[src/rtl/sbc_cdb_pkg.sv]
// shared types and constants for the sbc configuration decoder
`timescale 1ns / 1ps
package sbc_cdb_pkg;

    typedef struct packed {
        logic [7:0] rate_code;
        logic [3:0] mode_mask;
        logic [3:0] block_mask;
        logic [1:0] subband_mask;
        logic [7:0] max_pool;
    } t_sbc_cfg;

    typedef struct packed {
        logic [15:0] rate_hz;
        logic [1:0]  channel_count;
        logic [4:0]  block_count;
        logic [3:0]  subband_count;
        logic [10:0] frame_bytes;
        logic [22:0] bits_per_second;
    } t_sbc_info;

    localparam logic [15:0] RATE_16K = 16'd16000;
    localparam logic [15:0] RATE_32K = 16'd32000;
    localparam logic [15:0] RATE_44K = 16'd44100;
    localparam logic [15:0] RATE_48K = 16'd48000;

    localparam int unsigned RATE_MASK_16K = 7;
    localparam int unsigned RATE_MASK_32K = 6;
    localparam int unsigned RATE_MASK_44K = 5;
    localparam int unsigned RATE_MASK_48K = 4;

    localparam int unsigned MODE_MONO   = 3;
    localparam int unsigned MODE_STEREO = 1;
    localparam int unsigned MODE_JOINT  = 0;

    localparam int unsigned BLK_4  = 3;
    localparam int unsigned BLK_8  = 2;
    localparam int unsigned BLK_12 = 1;
    localparam int unsigned BLK_16 = 0;
    localparam int unsigned SB_4   = 1;
    localparam int unsigned SB_8   = 0;

    localparam logic [13:0] HEADER_BITS = 14'd32;
    localparam logic [22:0] BITRATE_MAX = 23'd8000000;
    // ceil(2^33 / 3), exact quotient by three for any 32-bit dividend
    localparam logic [31:0] RECIP_3     = 32'hAAAA_AAAB;

endpackage

[src/rtl/sbc_config_decode_bitrate_core.sv]
// sbc configuration decoder with frame length and bitrate estimate
//
// Decodes one sbc configuration request per cycle into sample rate, channel count,
// block count and subband count, then derives the frame length in bytes and the
// estimated bitrate from the maximum bitpool. Five register stages: field decode
// and blocks*bitpool product, frame length, frame*rate product, power-of-two
// shift plus reciprocal multiply for the divide by three, then quotient select
// and saturation into the output register. A new request is taken every
// cycle; the input stalls only when all five stages hold data and the output is
// stalled.
`timescale 1ns / 1ps
module sbc_config_decode_bitrate_core
    import sbc_cdb_pkg::*;
(
    input  logic      i_clk,
    input  logic      i_rst_n,
    input  logic      i_in_valid,
    output logic      o_in_stall,
    input  t_sbc_cfg  i_in_data,
    output logic      o_out_valid,
    input  logic      i_out_stall,
    output t_sbc_info o_out_data
);

    // stage valids and advance conditions
    logic r_s1_v, r_s2_v, r_s3_v, r_s4_v, r_s5_v;
    logic rdy1, rdy2, rdy3, rdy4, rdy5;

    assign rdy5 = !r_s5_v || !i_out_stall;
    assign rdy4 = !r_s4_v || rdy5;
    assign rdy3 = !r_s3_v || rdy4;
    assign rdy2 = !r_s2_v || rdy3;
    assign rdy1 = !r_s1_v || rdy2;
    assign o_in_stall = !rdy1;

    // ---------------- stage 1: decode ----------------
    logic [15:0] n_s1_rate;
    logic [1:0]  n_s1_ch;
    logic [4:0]  n_s1_blk;
    logic [3:0]  n_s1_sb;
    logic [12:0] n_s1_bp;
    logic        n_s1_zero;
    logic [2:0]  n_s1_shift;
    logic        n_s1_div3;

    logic [15:0] r_s1_rate;
    logic [1:0]  r_s1_ch;
    logic [4:0]  r_s1_blk;
    logic [3:0]  r_s1_sb;
    logic [12:0] r_s1_bp;
    logic        r_s1_zero;
    logic        r_s1_joint;
    logic        r_s1_single;
    logic [2:0]  r_s1_shift;
    logic        r_s1_div3;

    always_comb begin
        if (i_in_data.rate_code <= 8'd3) begin
            case (i_in_data.rate_code[1:0])
                2'd0:    n_s1_rate = RATE_16K;
                2'd1:    n_s1_rate = RATE_32K;
                2'd2:    n_s1_rate = RATE_44K;
                default: n_s1_rate = RATE_48K;
            endcase
        end else if (i_in_data.rate_code[RATE_MASK_16K]) begin
            n_s1_rate = RATE_16K;
        end else if (i_in_data.rate_code[RATE_MASK_32K]) begin
            n_s1_rate = RATE_32K;
        end else if (i_in_data.rate_code[RATE_MASK_44K]) begin
            n_s1_rate = RATE_44K;
        end else if (i_in_data.rate_code[RATE_MASK_48K]) begin
            n_s1_rate = RATE_48K;
        end else begin
            n_s1_rate = 16'd0;
        end

        n_s1_ch = i_in_data.mode_mask[MODE_MONO] ? 2'd1 : 2'd2;

        // divisor subbands*blocks is 2^shift, times three for twelve blocks
        n_s1_div3 = 1'b0;
        if (i_in_data.block_mask[BLK_4]) begin
            n_s1_blk   = 5'd4;
            n_s1_shift = 3'd2;
        end else if (i_in_data.block_mask[BLK_8]) begin
            n_s1_blk   = 5'd8;
            n_s1_shift = 3'd3;
        end else if (i_in_data.block_mask[BLK_12]) begin
            n_s1_blk   = 5'd12;
            n_s1_shift = 3'd2;
            n_s1_div3  = 1'b1;
        end else if (i_in_data.block_mask[BLK_16]) begin
            n_s1_blk   = 5'd16;
            n_s1_shift = 3'd4;
        end else begin
            n_s1_blk   = 5'd0;
            n_s1_shift = 3'd0;
        end

        if (i_in_data.subband_mask[SB_4]) begin
            n_s1_sb    = 4'd4;
            n_s1_shift = n_s1_shift + 3'd2;
        end else if (i_in_data.subband_mask[SB_8]) begin
            n_s1_sb    = 4'd8;
            n_s1_shift = n_s1_shift + 3'd3;
        end else begin
            n_s1_sb    = 4'd0;
        end

        n_s1_bp   = 13'(n_s1_blk) * 13'(i_in_data.max_pool);
        n_s1_zero = (n_s1_rate == 16'd0) || (n_s1_blk == 5'd0) || (n_s1_sb == 4'd0)
                    || (i_in_data.max_pool == 8'd0);
    end

    // ---------------- stage 2: frame length ----------------
    logic [13:0] n_s2_audio;
    logic [13:0] n_s2_bits;
    logic [10:0] n_s2_frame;

    logic [10:0] r_s2_frame;
    logic [15:0] r_s2_rate;
    logic [1:0]  r_s2_ch;
    logic [4:0]  r_s2_blk;
    logic [3:0]  r_s2_sb;
    logic [2:0]  r_s2_shift;
    logic        r_s2_div3;

    always_comb begin
        if (r_s1_joint) begin
            n_s2_audio = 14'(r_s1_sb) + 14'(r_s1_bp);
        end else if (r_s1_single || r_s1_ch == 2'd1) begin
            n_s2_audio = 14'(r_s1_bp);
        end else begin
            n_s2_audio = {r_s1_bp, 1'b0};
        end
        n_s2_bits  = HEADER_BITS + ((14'(r_s1_sb) * 14'(r_s1_ch)) << 2) + n_s2_audio;
        n_s2_frame = r_s1_zero ? 11'd0 : 11'd4 + 11'((n_s2_bits + 14'd7) >> 3);
    end

    // ---------------- stage 3: frame * rate * 8 ----------------
    logic [29:0] n_s3_num;

    logic [29:0] r_s3_num;
    logic [10:0] r_s3_frame;
    logic [15:0] r_s3_rate;
    logic [1:0]  r_s3_ch;
    logic [4:0]  r_s3_blk;
    logic [3:0]  r_s3_sb;
    logic [2:0]  r_s3_shift;
    logic        r_s3_div3;

    assign n_s3_num = {27'(27'(r_s2_frame) * 27'(r_s2_rate)), 3'b000};

    // ---------------- stage 4: shift and reciprocal product ----------------
    logic [25:0] n_s4_y;
    logic [57:0] n_s4_prod;

    logic [25:0] r_s4_y;
    logic [57:0] r_s4_prod;
    logic [10:0] r_s4_frame;
    logic [15:0] r_s4_rate;
    logic [1:0]  r_s4_ch;
    logic [4:0]  r_s4_blk;
    logic [3:0]  r_s4_sb;
    logic        r_s4_div3;

    assign n_s4_y    = 26'(r_s3_num >> r_s3_shift);
    assign n_s4_prod = 58'(n_s4_y) * 58'(RECIP_3);

    // ---------------- stage 5: quotient and saturation ----------------
    logic [25:0] n_s5_q;
    logic [22:0] n_s5_bps;

    t_sbc_info r_s5_data;

    always_comb begin
        n_s5_q   = r_s4_div3 ? {1'b0, r_s4_prod[57:33]} : r_s4_y;
        n_s5_bps = (n_s5_q > 26'(BITRATE_MAX)) ? BITRATE_MAX : n_s5_q[22:0];
    end

    // valid bits
    always_ff @(posedge i_clk) begin
        if (!i_rst_n) begin
            r_s1_v <= 1'b0;
            r_s2_v <= 1'b0;
            r_s3_v <= 1'b0;
            r_s4_v <= 1'b0;
            r_s5_v <= 1'b0;
        end else begin
            if (rdy1) r_s1_v <= i_in_valid;
            if (rdy2) r_s2_v <= r_s1_v;
            if (rdy3) r_s3_v <= r_s2_v;
            if (rdy4) r_s4_v <= r_s3_v;
            if (rdy5) r_s5_v <= r_s4_v;
        end
    end

    // payload
    always_ff @(posedge i_clk) begin
        if (rdy1) begin
            r_s1_rate   <= n_s1_rate;
            r_s1_ch     <= n_s1_ch;
            r_s1_blk    <= n_s1_blk;
            r_s1_sb     <= n_s1_sb;
            r_s1_bp     <= n_s1_bp;
            r_s1_zero   <= n_s1_zero;
            r_s1_joint  <= i_in_data.mode_mask[MODE_JOINT];
            r_s1_single <= i_in_data.mode_mask[MODE_MONO]
                           | i_in_data.mode_mask[MODE_STEREO];
            r_s1_shift  <= n_s1_shift;
            r_s1_div3   <= n_s1_div3;
        end
        if (rdy2) begin
            r_s2_frame <= n_s2_frame;
            r_s2_rate  <= r_s1_rate;
            r_s2_ch    <= r_s1_ch;
            r_s2_blk   <= r_s1_blk;
            r_s2_sb    <= r_s1_sb;
            r_s2_shift <= r_s1_shift;
            r_s2_div3  <= r_s1_div3;
        end
        if (rdy3) begin
            r_s3_num   <= n_s3_num;
            r_s3_frame <= r_s2_frame;
            r_s3_rate  <= r_s2_rate;
            r_s3_ch    <= r_s2_ch;
            r_s3_blk   <= r_s2_blk;
            r_s3_sb    <= r_s2_sb;
            r_s3_shift <= r_s2_shift;
            r_s3_div3  <= r_s2_div3;
        end
        if (rdy4) begin
            r_s4_y     <= n_s4_y;
            r_s4_prod  <= n_s4_prod;
            r_s4_frame <= r_s3_frame;
            r_s4_rate  <= r_s3_rate;
            r_s4_ch    <= r_s3_ch;
            r_s4_blk   <= r_s3_blk;
            r_s4_sb    <= r_s3_sb;
            r_s4_div3  <= r_s3_div3;
        end
        if (rdy5) begin
            r_s5_data.rate_hz         <= r_s4_rate;
            r_s5_data.channel_count   <= r_s4_ch;
            r_s5_data.block_count     <= r_s4_blk;
            r_s5_data.subband_count   <= r_s4_sb;
            r_s5_data.frame_bytes     <= r_s4_frame;
            r_s5_data.bits_per_second <= n_s5_bps;
        end
    end

    assign o_out_valid = r_s5_v;
    assign o_out_data  = r_s5_data;

    // a zero frame length always comes with a zero bitrate
    a_zero_pair: assert property (@(posedge i_clk) disable iff (!i_rst_n)
        (o_out_valid && o_out_data.frame_bytes == 11'd0)
        |-> (o_out_data.bits_per_second == 23'd0))
        else $error("nonzero bitrate with zero frame length");

    a_bps_bound: assert property (@(posedge i_clk) disable iff (!i_rst_n)
        o_out_valid |-> (o_out_data.bits_per_second <= BITRATE_MAX))
        else $error("bitrate above saturation bound");

    a_frame_ops: assert property (@(posedge i_clk) disable iff (!i_rst_n)
        (o_out_valid && o_out_data.frame_bytes != 11'd0)
        |-> (o_out_data.rate_hz != 16'd0 && o_out_data.block_count != 5'd0
             && o_out_data.subband_count != 4'd0))
        else $error("frame length from a zero operand");

    // input backpressure only when the whole pipe is full behind a stalled output
    a_stall_full: assert property (@(posedge i_clk) disable iff (!i_rst_n)
        o_in_stall |-> (r_s1_v && r_s2_v && r_s3_v && r_s4_v && r_s5_v && i_out_stall))
        else $error("input stalled with room in the pipeline");

endmodule
[config.mk]
export PLATFORM = sky130hd
export DESIGN_NAME = sbc_config_decode_bitrate_core
export DESIGN_NICKNAME = d
export VERILOG_FILES = /design/src/rtl/sbc_cdb_pkg.sv /design/src/rtl/sbc_config_decode_bitrate_core.sv
export SDC_FILE = /design/constraint.sdc
export NUM_CORES = 1
export LEC_CHECK = 0
export BUFFER_PORTS_ARGS = -buffer_cell sky130_fd_sc_hd__buf_4
export CORE_ASPECT_RATIO = 2
export CORE_MARGIN = 10
export CORE_UTILIZATION = 35
export CTS_BUF_LIST = sky130_fd_sc_hd__clkbuf_8
export DETAILED_ROUTE_END_ITERATION = 7
export GPL_TIMING_DRIVEN = 1
export PLACE_DENSITY = 0.56
export SYNTH_ARGS = -nofsm -noshare
export SYNTH_HDL_FRONTEND = slang
export SYNTH_SLANG_ARGS = --single-unit
export TNS_END_PERCENT = 100
[constraint.sdc]
create_clock -name i_clk -period 12.29 [get_ports i_clk]
set_input_delay 2.458 -clock i_clk [delete_from_list [all_inputs] [get_ports i_clk]]
set_output_delay 2.458 -clock i_clk [all_outputs]
set_load 0.005 [all_outputs]
# Word level (Yosys, flattened, before mapping)
# Index checks and enable logic that the tools add are counted.
[op_classes]
n_addsub = 7
multipliers = 4
magnitude_cmp = 2
n_eq_ne = 3
shift = 1
muxes = 23
n_bitwise = 1
reduce_logical = 22
[ops]
columns = ["cell", "count"]
rows = [
  ["16-bit two-way mux", 5],
  ["26-bit by 32-bit multiplier with 58-bit output (second input constant)", 1],
  ["16-bit case mux with 3 select lines", 1],
  ["30-bit by 3-bit >> shifter with 26-bit output", 1],
  ["14-bit two-way mux", 2],
  ["11-bit by 16-bit multiplier with 27-bit output", 1],
  ["26-bit by 23-bit greater-than comparator with 1-bit output (second input constant)", 1],
  ["26-bit two-way mux", 1],
  ["5-bit two-way mux", 4],
  ["3-bit two-way mux", 6],
  ["16-bit logical NOT", 1],
  ["14-bit by 3-bit adder with 14-bit output (second input constant)", 1],
  ["4-bit by 13-bit adder with 14-bit output", 1],
  ["9-bit by 14-bit adder with 14-bit output", 1],
  ["5-bit by 8-bit multiplier with 13-bit output", 1],
  ["3-bit by 11-bit adder with 11-bit output (first input constant)", 1],
  ["6-bit by 8-bit adder with 9-bit output (first input constant)", 1],
  ["1-bit logical OR", 9],
  ["8-bit by 2-bit less-or-equal comparator with 1-bit output (second input constant)", 1],
  ["8-bit logical NOT", 1],
  ["4-bit two-way mux", 2],
  ["1-bit logical NOT", 7],
  ["3-bit by 2-bit adder with 3-bit output (second input constant)", 2],
  ["4-bit by 2-bit multiplier with 6-bit output", 1],
  ["9 further kinds", 10],
]
[totals]
ff_bits = 347
in_bits = 30
wordCells = 107

# Longest topological paths before layout
# Gate-level depths: netlist (run 1).
[depth]
ltp_word = 9
depth_mapped = 34
mapped_depth_nobuf = 33

# Worst setup path after synthesis (run 1)
# No wires, ideal clock.
[synth_timing]
path_type = "flip-flop to flip-flop"
from = "register r_s3_shift[0]"
to = "register r_s4_prod[57], data pin"
t_arrival_ns = 8.619
required_time_ns = 12.030
slack_ns = 3.411
path_stages_with_launch = 31
n_path_buf = 3
synth_period_minus_slack_ns = 8.879
path_cell_list = "edfxtp_1 -> buf_6 -> clkbuf_1 -> buf_1 -> mux2i_1 -> mux2_2 -> mux2i_1 -> ha_1 -> fa_1 -> inv_1 -> fa_1 -> fa_1 -> inv_1 -> fa_1 -> inv_1 -> fa_1 -> fa_1 -> inv_1 -> ha_1 -> and4_1 -> and3_1 -> and3_1 -> a221oi_1 -> a21oi_1 -> o21a_1 -> a21o_4 -> a21oi_4 -> a31oi_2 -> a211o_1 -> a21oi_2 -> xnor2_1"
[synth_via]
elab_chain_len = 2
[synth_lines]
columns = ["item", "line", "rtl"]
rows = [
  ["start: declaration", "sbc_config_decode_bitrate_core.sv:148", "logic [2:0] r_s3_shift;"],
  ["start signal: assignment", "sbc_config_decode_bitrate_core.sv:228", "r_s3_shift <= r_s2_shift;"],
  ["30-bit by 3-bit >> shifter with 26-bit output", "sbc_config_decode_bitrate_core.sv:166", "assign n_s4_y = 26'(r_s3_num >> r_s3_shift);"],
  ["net n_s4_y[22]", "sbc_config_decode_bitrate_core.sv:154", "logic [25:0] n_s4_y;"],
  ["26-bit by 32-bit multiplier with 58-bit output", "sbc_config_decode_bitrate_core.sv:167", "assign n_s4_prod = 58'(n_s4_y) * 58'(RECIP_3);"],
  ["net n_s4_prod[57]", "sbc_config_decode_bitrate_core.sv:155", "logic [57:0] n_s4_prod;"],
  ["end signal: assignment", "sbc_config_decode_bitrate_core.sv:233", "r_s4_prod <= n_s4_prod;"],
  ["end: declaration", "sbc_config_decode_bitrate_core.sv:158", "logic [57:0] r_s4_prod;"],
]
# The timed path passes the listed nets, and every way through them passes these cells.
# A chain may end at the register's enable or synchronous reset.

# Worst setup path after layout (run 1)
# Ends and elaborated chain as after synthesis.

==> qor.yml, run 1 <==
antenna_found_initial: 1
tns_ns: 0
grt_usage_pct: 14.2
finalSetupViolations: 0
postLayoutSetupSlackWorst_ns: 1.94
overflow: 0
row_count: 134
async_flop_share_pct: 0
clkTransAtPathRegs_ns: 0.06
slew_headroom_pct: 15.5
synth_seq_cells: 250
layout_commonest_cell: "inv_1"
core_um2: 66700
cts_sinks: 250
gp_congestion: 0.886
route.met3.wl_um: 1260
holdCritPathClass: "register to register"
synth_cell_types: 69
fin_crit_ns: 10.35
fillers: 6586
hpwl_um: 46800
wl_per_cell_um: 17.5
cts_htree_levels: 2
layout_common_cells: "450 x inv_1, 312 x ha_1, 277 x fa_1, 245 x edfxtp_1, 125 x nand2_1"
ys_seq_area_share_pct: 31.6
io_pins: 93
synthTopCellsByArea: "edfxtp_1 31%, fa_1 24%, ha_1 17%"
met2_length_um: 33100
syn-cell-area_um2: 23600
post-cts-setup-buffer-count: 0
finClkSkew_ns: 0.0332
cpMaxStageDelayCell: "a221oi_1"
synth.avg_cell_area_um2: 11.3
worst_pin_slew_ns: 1.27
dpl-instance-area_um2: 25200
status: "finished, final reports clean"
numCtsBuffers: 43
holdBufCountCts: 0
dieArea_um2: 78800
syn2layout_area_growth_pct: 10.6
vias: 14900
top_layer: "met4"
cpMostUsedCell: "xnor2_1"
routed_wl_um: 54500
whs_ns: 0.414
maxCapViolations: 0
path_max_fanout: 29
final_area_um2: 26100
yosysTopAreaCell: "edfxtp_1"
io_buffers: 82
firstDrtPassIters: 4
viasPerCell: 4.79
synth_flop_cell: "edfxtp_1"
grt_pass1_wl_um: 87400
ctsResizeCount: 0
initialDrtViolationCount: 312
timing.final.crit_share_pct: 84.2
drive_above_1_share_pct: 8.85
initial_core_util_pct: 35.3
cts-root-buf: "clkbuf_8"
grt_max_degree: 69
drc: 0
wl_met1_um: 16800
critPathCaptureType: "register"
rsz0062_at_grt: "no"
reg2regPathDepth: 30
num-nets-final: 2814
finalHoldViolCount: 0
cp.arrival_ns: 10.71
worstHoldPathCells: 0
cp.required_ns: 12.65
max_freq_mhz: 96.6
slew_violations: 0
dp_slack_ns: 1.89
cts_tree: "built"
synth_edf_count: 245
critPathMaxStageDelay_ns: 0.85
fp.dieH_um: 387
die_w_um: 204
clkLatencyLatePin_ns: 0.62
critical_path_class: "register to register"
start_kind: "register"
first_global_vias: 16800
cts_buffer_depth: 3
yosysWarnings: 0
yosysTopAreaCellShare_pct: 31.2
antenna_left: 0
syn_inst: 2087
Yosys cell counts (all sizes together) (3+ instances only):
master	count
nor2b	24
nand4	6
a211o	11
nor4	8
nor3b	3
nor3	17
a21o	31
and3	12
and2	61
o221ai	4
nor2	69
mux2	22
o21bai	11
mux2i	46
xor2	26
or3	6
dfxtp	5
o2111ai	4
ha	312
clkbuf	26
edfxtp	245
o22ai	3
a31oi	3
nand2b	14
inv	448
buf	18
nand3	20
a211oi	9
nand2	126
o211ai	3
o21ai	50
fa	277
o21a	6
a21oi	78
xnor2	50
registers in the layout (all words and copies together) (netlist names), 11 cells and up:
name	flops
r_s4_frame	11
r_s4_y	26
o_out_data	49
r_s1_bp	11
r_s3_frame	11
r_s4_prod	25
r_s3_num	25
r_s2_frame	11
logic make-up (layout without fill, tap and decap cells):
group           after synthesis  count (layout)  share of synthesized area [%]
mux                          70              70                           3.19
buf+inv                     494             624                           8.09
simple gates                373             373                           7.73
other cells                   1              10                         0.0159
xor+xnor                     76              76                           2.82
fa+ha+maj                   589             589                           40.1
flops                       250             250                           31.6
compound gates              234             234                           6.45
cell type report:
cell class | instances | area, µm² | share of cell area, %
well taps | 884 | 1110 | 4.24
clock inverters | 32 | 234 | 0.897
repair buffers | 99 | 743 | 2.85
inverters | 450 | 1690 | 6.48
diodes | 1 | 2.50 | 0.00960
clock buffers | 43 | 592 | 2.27
flip-flops and latches | 250 | 7460 | 28.6
multi-input cells | 1351 | 14200 | 54.6
metal layers:
metal  up-vias  track usage (%)
met5         -                0
met1      7464             12.0
met2       235             29.6
met3       128             1.68
met4         0             8.31
li1       7083                -
metrics by stage:
step / cells / utilization, %
floorplan: 2095 / -
global placement: 3034 / 37.8
global route: 3110 / 39.1
detailed placement: 3034 / 37.8
CTS: 3109 / 39.1
finish: 3110 / 39.1
worst max-delay path, delay by kind of cell (launching register included):
kind / cells / cell delay (ns)
buffers and inverters: 5 / 0.93
adders and majority gates: 6 / 2.93
muxes: 2 / 0.72
and+or+nand+nor: 3 / 0.72
xor gates and xnor gates: 5 / 1.49
AOI/OAI and AO/OA: 9 / 2.92
DFF: 1 / 0.33
worst paths after layout:
| path | from | to | slack (ns) |
|---|---|---|---|
| max | r_s3_shift[0]$_DFFE_PP_ | r_s4_prod[57]$_DFFE_PP_ | 1.94 |
| min | r_s3_frame[10]$_DFFE_PP_ | r_s4_frame[10]$_DFFE_PP_ | 0.41 |
| min reg2reg | r_s3_frame[10]$_DFFE_PP_ | r_s4_frame[10]$_DFFE_PP_ | 0.41 |
| max reg2reg | r_s3_shift[0]$_DFFE_PP_ | r_s4_prod[57]$_DFFE_PP_ | 1.94 |
Power of run 1 is left out: the tool's default activity adds up to more than one toggle a clock period on the data nets, which glitch-free logic cannot reach.
==> run 2, diff against run 1 <==
--- a/config.mk
+++ b/config.mk
@@ -5,6 +5,7 @@
 export SDC_FILE = /design/constraint.sdc
 export NUM_CORES = 1
 export LEC_CHECK = 0
+export ABC_AREA = 1
 export BUFFER_PORTS_ARGS = -buffer_cell sky130_fd_sc_hd__buf_4
 export CORE_ASPECT_RATIO = 2
 export CORE_MARGIN = 10
@@ -12,7 +13,7 @@
 export CTS_BUF_LIST = sky130_fd_sc_hd__clkbuf_8
 export DETAILED_ROUTE_END_ITERATION = 7
 export GPL_TIMING_DRIVEN = 1
-export PLACE_DENSITY = 0.56
+export PLACE_DENSITY = 0.58
 export SYNTH_ARGS = -nofsm -noshare
 export SYNTH_HDL_FRONTEND = slang
 export SYNTH_SLANG_ARGS = --single-unit
==> constraint.sdc (replaced) <==
create_clock -name i_clk -period 9 [get_ports i_clk]
set_input_delay 1.8 -clock i_clk [delete_from_list [all_inputs] [get_ports i_clk]]
set_output_delay 1.8 -clock i_clk [all_outputs]
set_load 0.005 [all_outputs]
==> run 2 against run 1 <==
Core utilization up 1.4 points. Synthesized cell count up 32%. Synthesized area rose by 8.0%. Via count up 27%. Maximum frequency is 29% higher. Non-clock buffer count up 162. Worst hold slack got worse by 0.015 ns. Critical path depth increased by 5. Register-to-register slack got worse by 0.99 ns. Clock skew grew 0.011 ns. Critical endpoint unchanged. Largest cell class unchanged. Highest routed layer unchanged.
==> qor.yml, run 2 <==
yosysTopAreaCellShare_pct: 28.9  # was 31.2%
grt_pass1_wl_um: 114000  # was 87400 µm
start_kind: "register"  # unchanged
io_buffers: 82  # unchanged
worstHoldPathCells: 0  # unchanged
top_register: "o_out_data"  # unchanged
cts_sinks: 250  # unchanged
fin_crit_ns: 8.05  # was 10.35 ns
first_global_vias: 20800  # was 16.8k
synth_cell_types: 55  # was 69
r2r_setup_slack_ns: 0.95  # was 1.94 ns
synth_seq_cells: 250  # unchanged
async_flop_share_pct: 0  # unchanged
num_antenna_cells: 0  # was 1
hpwl_um: 63300  # was 46800 µm
viasPerCell: 4.79  # about the same
holdCritPathClass: "register to register"  # unchanged
synth_edf_count: 245  # unchanged
cts_buffer_depth: 3  # unchanged
syn2layout_area_growth_pct: 14.5  # was 10.6%
grt_max_degree: 58  # was 69
largest_registers: "o_out_data (49), r_s4_y (26)"  # unchanged
synth.avg_cell_area_um2: 9.24  # was 11.3 µm²
dieArea_um2: 84600  # was 78800 µm²
cts_tree: "built"  # unchanged
finalHoldViolCount: 0  # unchanged
ctsResizeCount: 0  # unchanged
critPathCaptureType: "register"  # unchanged
row_count: 139  # was 134
cp.arrival_ns: 8.41  # was 10.71 ns
reg2regPathDepth: 35  # was 30
tns_ns: 0  # unchanged
largest_reg_flops: 49  # unchanged
timing.final.crit_share_pct: 89.4  # was 84.2%
clkTransAtPathRegs_ns: 0.07  # was 0.06 ns
die_w_um: 211  # was 204 µm
cp.required_ns: 9.36  # was 12.65 ns
overflow: 0  # unchanged
wl_per_cell_um: 18.5  # was 17.5 µm
whs_ns: 0.399  # was 0.414 ns
layout_commonest_cell: "inv_1"  # unchanged
drive_above_1_share_pct: 11.3  # was 8.85%
synthTopCellsByArea: "edfxtp_1 29%, fa_1 22%, ha_1 15%"  # was edfxtp_1 31%, fa_1 24%, ha_1 17%
max_freq_mhz: 124  # was 96.6 MHz
routed_wl_um: 73500  # was 54500 µm
cpMostUsedCell: "inv_1"  # was xnor2_1
syn-cell-area_um2: 25500  # was 23600 µm²
timing.critical_path.buf_inv: 13  # was 5
synth_most_common_cell: "inv_1"  # unchanged
num-nets-final: 3639  # was 2814
initialDrtViolationCount: 721  # was 312
yosysTopAreaCell: "edfxtp_1"  # unchanged
post-cts-setup-buffer-count: 0  # unchanged
firstDrtPassIters: 7  # was 4
min_to: "r_s4_frame[1]$_DFFE_PP_"  # was r_s4_frame[10]$_DFFE_PP_
final_cells: 3962  # was 3110
drc: 0  # unchanged
synth_flop_cell: "edfxtp_1"  # unchanged
cpMaxStageDelayCell: "fa_1"  # was a221oi_1
layout_common_cells: "667 x inv_1, 500 x nand2_1, 312 x ha_1, 277 x fa_1, 258 x buf_4"  # was 450 x inv_1, 312 x ha_1, 277 x fa_1, 245 x edfxtp_1, 125 x nand2_1
cts-root-buf: "clkbuf_8"  # unchanged
path_max_fanout: 18  # was 29
slew_headroom_pct: 20.5  # was 15.5%
rsz0062_at_grt: "no"  # unchanged
antenna_found_initial: 0  # was 1
maxCapViolations: 0  # unchanged
io_pins: 93  # unchanged
fin_util_pct: 40.5  # was 39.1%
slew_violations: 0  # unchanged
fp.dieH_um: 401  # was 387 µm
clkLatencyLatePin_ns: 0.65  # was 0.62 ns
syn_inst: 2757  # was 2087
dp_cells: 3892  # was 3034
cp_top_family: "adder cells"  # unchanged
cp_num_cells: 35  # was 30
r2r-end: "r_s4_prod[57]$_DFFE_PP_"  # unchanged
grt_usage_pct: 17.7  # was 14.2%
core_um2: 72000  # was 66700 µm²
synthTopCellsByCount: "659 x inv_1, 501 x nand2_1, 312 x ha_1"  # was 448 x inv_1, 312 x ha_1, 277 x fa_1
yosysWarnings: 0  # unchanged
finalSetupViolations: 0  # unchanged
r2r-start: "r_s3_shift[0]$_DFFE_PP_"  # unchanged
gp_congestion: 1.01  # was 0.886
critPathMaxStageDelay_ns: 0.57  # was 0.85 ns
min-delay-start: "r_s3_frame[1]$_DFFE_PP_"  # was r_s3_frame[10]$_DFFE_PP_
cts_htree_levels: 2  # unchanged
vias: 19000  # was 14.9k
numCtsBuffers: 42  # was 43
antenna_left: 0  # unchanged
ys_seq_area_share_pct: 29.3  # was 31.6%
holdBufCountCts: 0  # unchanged
cp-startpoint: "r_s3_shift[0]$_DFFE_PP_"  # unchanged
initial_core_util_pct: 35.4  # was 35.3%
status: "finished, final reports clean"  # unchanged
worst_pin_slew_ns: 1.18  # was 1.27 ns
critical_path_class: "register to register"  # unchanged
finClkSkew_ns: 0.0442  # was 0.0332 ns
## run 2: cell count changes in the layout (fill, tap and decap cells not counted), moves of 33 or more
cell     previous run  this run
buf_4              99       258
o21ai_0            45       113
nand2_1           125       500
inv_1             450       667
nor2_1             69       157
a21oi_1            76       113
mux2i_1            46        12
xnor2_1            50        17
and2_1             61         3
nand3_1            19       101
## run 2: worst max-delay path by stage
stage | to | slack [ns]
2_1_floorplan | o_in_stall | 0.48
3_3_place_gp | r_s4_prod[57]$_DFFE_PP_ | 1.13
3_5_place_dp | r_s4_prod[57]$_DFFE_PP_ | 1.07
4_1_cts | r_s4_prod[57]$_DFFE_PP_ | 1.02
5_1_grt | r_s4_prod[57]$_DFFE_PP_ | 0.50
6_report | r_s4_prod[57]$_DFFE_PP_ | 0.95
## run 2: logic make-up (layout without fill, tap and decap cells)
family	after synthesis	in the layout	share of synthesized area [%]
compound gates	320	320	7.22
xor+xnor	54	54	1.86
fa+ha+maj	589	589	37.1
buf+inv	713	994	10.8
flops	250	250	29.3
mux	12	12	0.472
other cells	1	9	0.0147
simple gates	818	818	13.2
## run 2: layer usage
metal,global-route usage (%),part of all wire (%),vias up
li1,-,-,9260
met1,14.8,31,9130
met2,36.5,59,383
met3,2.20,2.7,203
met4,12.4,8.1,0
met5,0,0,-
## run 2: per-stage QoR
| stage | instance area [µm²] | setup slack [ns] |
|---|---|---|
| finish | 29200 | 0.953 |
| global route | 29200 | 0.502 |
| CTS | 29200 | 1.02 |
| detailed placement | 28400 | 1.07 |
| global placement | 28400 | 1.13 |
| floorplan | 25500 | 0.477 |
## run 2: worst reg2reg max path, delay by kind of cell (launching register included)
family                   cells  cell delay (ns)
AO/OA/AOI/OAI                4             1.03
flip-flops                   1             0.40
adder cells (fa/ha/maj)      8             3.80
AND/OR/NAND/NOR             10             1.09
buffers and inverters       13             1.45
## run 2: final cells by class
| type | instances | area (µm²) |
|---|---|---|
| well taps | 916 | 1150 |
| multi-input cells | 1802 | 15300 |
| flip-flops and latches | 250 | 7460 |
| clock inverters | 28 | 223 |
| inverters | 663 | 2490 |
| clock buffers | 42 | 578 |
| fillers | 7254 | 42800 |
| repair buffers | 261 | 2000 |
Power of run 2 is left out for the same reason.
